`config.mk`:
```
export PLATFORM = sky130hd
export DESIGN_NAME = mlht_hash
export DESIGN_NICKNAME = d
export VERILOG_FILES = /design/src/mlht_pkg.sv /design/src/mlht_hash.sv
export SDC_FILE = /design/constraint.sdc
export NUM_CORES = 1
export LEC_CHECK = 0
export BUFFER_PORTS_ARGS = -buffer_cell sky130_fd_sc_hd__buf_2
export CORE_MARGIN = 5
export CORE_UTILIZATION = 30
export CTS_BUF_LIST = sky130_fd_sc_hd__clkbuf_2
export CTS_CLUSTER_DIAMETER = 30
export CTS_CLUSTER_SIZE = 28
export DETAILED_ROUTE_END_ITERATION = 10
export GPL_ROUTABILITY_DRIVEN = 1
export PLACE_DENSITY = 0.52
export SKIP_LAST_GASP = 1
export SYNTH_ARGS = -nofsm -noshare
export SYNTH_HDL_FRONTEND = slang
export SYNTH_SLANG_ARGS = --single-unit
```
`constraint.sdc`:
```
create_clock -name clk -period 7.4 [get_ports clk]
set_input_delay 0.74 -clock clk [delete_from_list [all_inputs] [get_ports clk]]
set_output_delay 0.74 -clock clk [all_outputs]
set_load 0.1 [all_outputs]
```
`src/mlht_pkg.sv`:
```
// Shared definitions for the MAC learning hash table: field widths, default
// table geometry, result status codes and the result word layout.
// No dependencies.
`default_nettype none

package mlht_pkg;

	localparam int MAC_W        = 48;
	localparam int BUCKET_OUT_W = 14;
	localparam int WAY_OUT_W    = 2;
	localparam int STATUS_W     = 2;

	localparam int BUCKETS_DEF  = 16384;
	localparam int WAYS_DEF     = 4;

	localparam int RES_W        = BUCKET_OUT_W + WAY_OUT_W + STATUS_W;
	localparam int OUT_TDATA_W  = ((RES_W + 7) / 8) * 8;

	typedef enum logic [STATUS_W-1:0] {
		ST_PRESENT = 2'd0,
		ST_LEARNED = 2'd1,
		ST_DROPPED = 2'd2
	} status_t;

	// Bucket sits in the lowest bits, status in the highest.
	typedef struct packed {
		status_t                 status;
		logic [WAY_OUT_W-1:0]    way;
		logic [BUCKET_OUT_W-1:0] bucket;
	} result_t;

endpackage

`default_nettype wire

```
`src/mlht_hash.sv`:
```
// Byte-serial one-at-a-time hash of a 48-bit address, reduced to a bucket
// index by a mask or a reciprocal multiply. Depends on mlht_pkg.
`default_nettype none

module mlht_hash #(
	parameter int BUCKETS = mlht_pkg::BUCKETS_DEF,
	localparam int BUCKET_W = $clog2(BUCKETS)
) (
	input  wire logic                      clk,
	input  wire logic                      arst_n,
	input  wire logic                      in_valid,
	output logic                           in_ready,
	input  wire logic [mlht_pkg::MAC_W-1:0] in_mac,
	output logic                           out_valid,
	input  wire logic                      out_ready,
	output logic      [mlht_pkg::MAC_W-1:0] out_mac,
	output logic      [BUCKET_W-1:0]       out_bucket
);

	import mlht_pkg::*;

	localparam bit BUCKET_POW2 = (BUCKETS & (BUCKETS - 1)) == 0;
	// The quotient taken with this reciprocal is exact or one too small.
	localparam logic [31:0]       RECIP   = 32'((64'd1 << 32) / BUCKETS);
	localparam logic [BUCKET_W:0] BKT_NUM = (BUCKET_W + 1)'(BUCKETS);

	typedef enum logic [2:0] {
		H_IDLE,
		H_BYTE,
		H_MIXA,
		H_MIXB,
		H_QUOT,
		H_PROD,
		H_REM,
		H_DONE
	} hstate_t;

	function automatic logic [31:0] oat_byte(input logic [31:0] h, input logic [7:0] b);
		logic [31:0] t;
		t = h + {24'd0, b};
		t = t + (t << 10);
		return t ^ (t >> 6);
	endfunction

	function automatic logic [31:0] oat_mix_a(input logic [31:0] h);
		logic [31:0] t;
		t = h + (h << 3);
		return t ^ (t >> 11);
	endfunction

	function automatic logic [31:0] oat_mix_b(input logic [31:0] h);
		return h + (h << 15);
	endfunction

	hstate_t             state_q;
	logic [2:0]          byte_cnt_q;
	logic [31:0]         hash_q;
	logic [MAC_W-1:0]    mac_q;
	logic [BUCKET_W-1:0] bucket_q;
	logic [BUCKET_W:0]   quot_q;
	logic [BUCKET_W:0]   qb_q;
	logic [7:0]          cur_byte;
	logic [31:0]         mix_b;
	logic [63:0]         recip_prod;
	logic [BUCKET_W:0]   rem_raw;
	logic [BUCKET_W:0]   rem_fix;
	logic                accept;

	assign in_ready   = (state_q == H_IDLE) || ((state_q == H_DONE) && out_ready);
	assign accept     = in_valid && in_ready;
	assign out_valid  = (state_q == H_DONE);
	assign out_mac    = mac_q;
	assign out_bucket = bucket_q;

	always_comb begin
		// Most significant byte goes first.
		cur_byte   = mac_q[{3'd5 - byte_cnt_q, 3'b000} +: 8];
		mix_b      = oat_mix_b(hash_q);
		recip_prod = {32'd0, hash_q} * {32'd0, RECIP};
		// The remainder is below twice the bucket count, so the low bits suffice.
		rem_raw    = hash_q[BUCKET_W:0] - qb_q;
		if (rem_raw >= BKT_NUM) begin
			rem_fix = rem_raw - BKT_NUM;
		end else begin
			rem_fix = rem_raw;
		end
	end

	always_ff @(posedge clk or negedge arst_n) begin
		if (!arst_n) begin
			state_q <= H_IDLE;
		end else begin
			case (state_q)
				H_IDLE: begin
					if (accept) begin
						state_q <= H_BYTE;
					end
				end
				H_BYTE: begin
					hash_q <= oat_byte(hash_q, cur_byte);
					if (byte_cnt_q == 3'd5) begin
						state_q <= H_MIXA;
					end else begin
						byte_cnt_q <= byte_cnt_q + 3'd1;
					end
				end
				H_MIXA: begin
					hash_q  <= oat_mix_a(hash_q);
					state_q <= H_MIXB;
				end
				H_MIXB: begin
					hash_q <= mix_b;
					if (BUCKET_POW2) begin
						bucket_q <= mix_b[BUCKET_W-1:0];
						state_q  <= H_DONE;
					end else begin
						state_q <= H_QUOT;
					end
				end
				H_QUOT: begin
					quot_q  <= recip_prod[32 +: BUCKET_W + 1];
					state_q <= H_PROD;
				end
				H_PROD: begin
					qb_q    <= quot_q * BKT_NUM;
					state_q <= H_REM;
				end
				H_REM: begin
					bucket_q <= rem_fix[BUCKET_W-1:0];
					state_q  <= H_DONE;
				end
				H_DONE: begin
					if (out_ready) begin
						state_q <= accept ? H_BYTE : H_IDLE;
					end
				end
				default: begin
					state_q <= H_IDLE;
				end
			endcase
			if (accept) begin
				mac_q      <= in_mac;
				hash_q     <= '0;
				byte_cnt_q <= '0;
			end
		end
	end

endmodule

`default_nettype wire

```
==> metrics.md <==
| Metric | Value |
|---|---|
| EDFF count, synth | 97 |
| Hold-fix buffers, CTS | 0 |
| Critical Path Fanout Max | 11 |
| Post-Synthesis Cells | 919 |
| Critical Path End Type | register |
| Detailed placement HPWL | 22700 um |
| Commonest cells post-synth | 97 x edfxtp_1, 85 x a21oi_1, 83 x nor2_1, 75 x ha_1 |
| CTS tree | yes |
| Gr ovfl total | 0 |
| Fin. Hold Viols | 0 |
| Post-synth top area cell | edfxtp_1 |
| Initial core utilization | 30.1% |
| CP startpoint | byte_cnt_q[1] |
| Mean Syn Cell Area | 9.64 sq um |
| Core area | 29400 sq um |
| Root Buffer | clkbuf_2 |
| CTS Buf Count | 9 |
| Syn_nets | 1050 |
| Remaining DRCs | 0 |
| Detailed-route via count | 7626 |
| # port buffers | 115 |
| Min Clock Period, post-route | 6.46 ns |
| # IOs | 116 |
| Final nets | 1155 |
| Slowest cell on crit path | edfxtp_1 |
| Synth top area share | 32.9% |
| Die width | 182 um |
| #FFs+latches synth | 100 |
| Status | completed |
| CTS Buffer Depth | 2 |
| Resize count post-CTS | 0 |
| Die height | 182 um |
| Worst path max stage delay | 0.74 ns |
| RSZ-0062 raised after global routing | false |
| Worst Path Required | 7.86 ns |
| Tightest Pin Transition | 1.05 ns |
| Layout cells sized above 1 | 17.1% |
| Syn Std Cell Area | 8860 sq um |
| TritonRoute pass-1 iters | 5 |
| Maximum Capacitance Violations | 0 |
| Seq/Total Area, Yosys | 33.7% |
| Async SR Flop Fraction | 3.00% |
| Clk_lat worst skew | 0.64 ns |
| Placer Congestion | 0.926 |
| Vias in the first global route | 7444 |
| Die area | 33100 sq um |
| Main synth FF type | edfxtp_1 |
| Setup violations, final | 0 |
| Fin crit share | 87.2% |
| Top cells by area, synth | edfxtp_1 33%, ha_1 11%, xnor2_1 6.9%, xor2_1 5.6%, a21oi_1 4.8% |
| Crit path launch type | register |
| Post-CTS Setup Bufs | 0 |
| First-pass GRT wire length | 43500 um |
| Tot GR Track Use | 16.7% |
| Worst hold path class | in -> async |
| Count leader, synth | edfxtp_1 |
| CP Data Arrival Time | 6.91 ns |
| Max Fclk | 0.155 GHz |
| Max_slew headroom | 30.0% |
| Reg-to-Reg Start | byte_cnt_q[1] |
| Yosys cell types | 79 |
| Clock sinks | 100 |
| CP Class | reg -> reg |
| DR iter-0 viols | 610 |
| Vias per cell | 5.37 |
| H-Tree Depth | 3 |
| Initial antenna violation count | 1 |
| Slew Limit Fails | 0 |
| Synth warn | 0 |
| Pin count of the biggest net entering global routing | 49 |
| Buf+Inv Stages, Crit Path | 2 |
| Site row count | 63 |
| Clock skew | 0.0314 ns |
| Final wirelength | 28400 um |
| Clk slew on worst S/H paths | 0.31 ns |
| Setup_tns | 0 ns |
| Area added between synthesis and finish | 12.7% |
| Antenna Violating Nets Remaining | 0 |
| DR WL/cell | 20.0 um |
| CP delay by family, top | compound AO/OA/AOI/OAI gates |
| Fill cells | 2996 |
[per-stage QoR]
step / instance area (sq um) / util (%) / hold slack [ns] / cells / setup slack (ns)
after CTS: 9980 / 34.0 / 0.128 / 1419 / 0.906
after detailed placement: 9880 / 33.6 / 0.621 / 1403 / 0.980
after global placement: 9880 / 33.6 / 0.619 / 1403 / 1.09
final: 9980 / 34.0 / 0.176 / 1420 / 0.944
after floorplan: 8860 / - / 0.444 / 919 / 1.55
after global routing: 9980 / 34.0 / 0.112 / 1420 / 0.389
[worst reg2reg max path: stages, from the launching register on]
cell	delay (ns)
edfxtp_1	0.74
inv_1	0.12
ha_1	0.31
nand2_1	0.14
o21ai_0	0.24
ha_1	0.22
inv_1	0.06
fa_1	0.40
nor2b_1	0.11
o21ai_0	0.09
a21boi_0	0.25
o21ai_0	0.15
a21o_1	0.21
a21oi_1	0.30
nand4_1	0.16
xnor2_1	0.37
ha_1	0.40
a21o_1	0.21
a211o_1	0.29
a22o_1	0.22
a21oi_1	0.19
nand3_1	0.13
a221o_1	0.33
xnor2_1	0.24
a21oi_1	0.12
o221a_2	0.26
[layout make-up]
class | count | area (sq um) | share of cell area [%]
clock inverters | 7 | 56.3 | 0.564
flip-flops and latches | 100 | 2990 | 29.9
repair buffers | 124 | 643 | 6.44
clock buffers | 9 | 45.0 | 0.451
diodes | 1 | 2.50 | 0.0251
well taps | 390 | 488 | 4.89
multi-input cells | 768 | 5680 | 56.9
inverters | 21 | 78.8 | 0.789
[worst paths after layout]
check	end	slack (ns)	cells after the start
max in group asynchronous	state_q[0]	6.86	2
min	state_q[1]	0.18	2
min in group clk	out_mac[30]	0.24	1
min reg2reg	byte_cnt_q[2]	0.70	2
max reg2reg	hash_q[31]	0.94	25
max	hash_q[31]	0.94	25
[flip-flops by register name, summed over array words and instances, names as in the netlist]
name / count
hash_q: 32
out_bucket: 14
byte_cnt_q: 3
out_mac: 48
state_q: 3
[layer usage]
| layer | track usage [%] | vias to the layer above | share of wire, % |
|---|---|---|---|
| li1 | - | 3692 | - |
| met1 | 22.1 | 3639 | 43 |
| met2 | 28.8 | 262 | 49 |
| met3 | 2.70 | 33 | 6.3 |
| met4 | 3.81 | 0 | 1.6 |
| met5 | 0 | - | 0 |
[cell families (layout without fill, tap and decap cells)]
logic type	after synthesis	in the layout	synth area share [%]
muxes	24	24	3.84
DFF	100	100	33.7
other	0	1	0
and+or+nand+nor	240	240	12.8
AOI/OAI and AO/OA	293	293	22.2
buffers and inverters	51	161	2.16
adders and majority gates	79	79	11.5
xor gates and xnor gates	132	132	13.8
[placed cells by master, fill, tap and decap left out, drive strengths merged, types with 23 or more instances in the layout]
cell	n
nand2	70
xnor2	70
ha	75
nor2	83
edfxtp	97
o21ai	63
a21oi	87
inv	23
buf	124
a21o	35
xor2	58
Power is left out: the tool's default activity adds up to more than one toggle a clock period on the data nets, which glitch-free logic cannot reach.
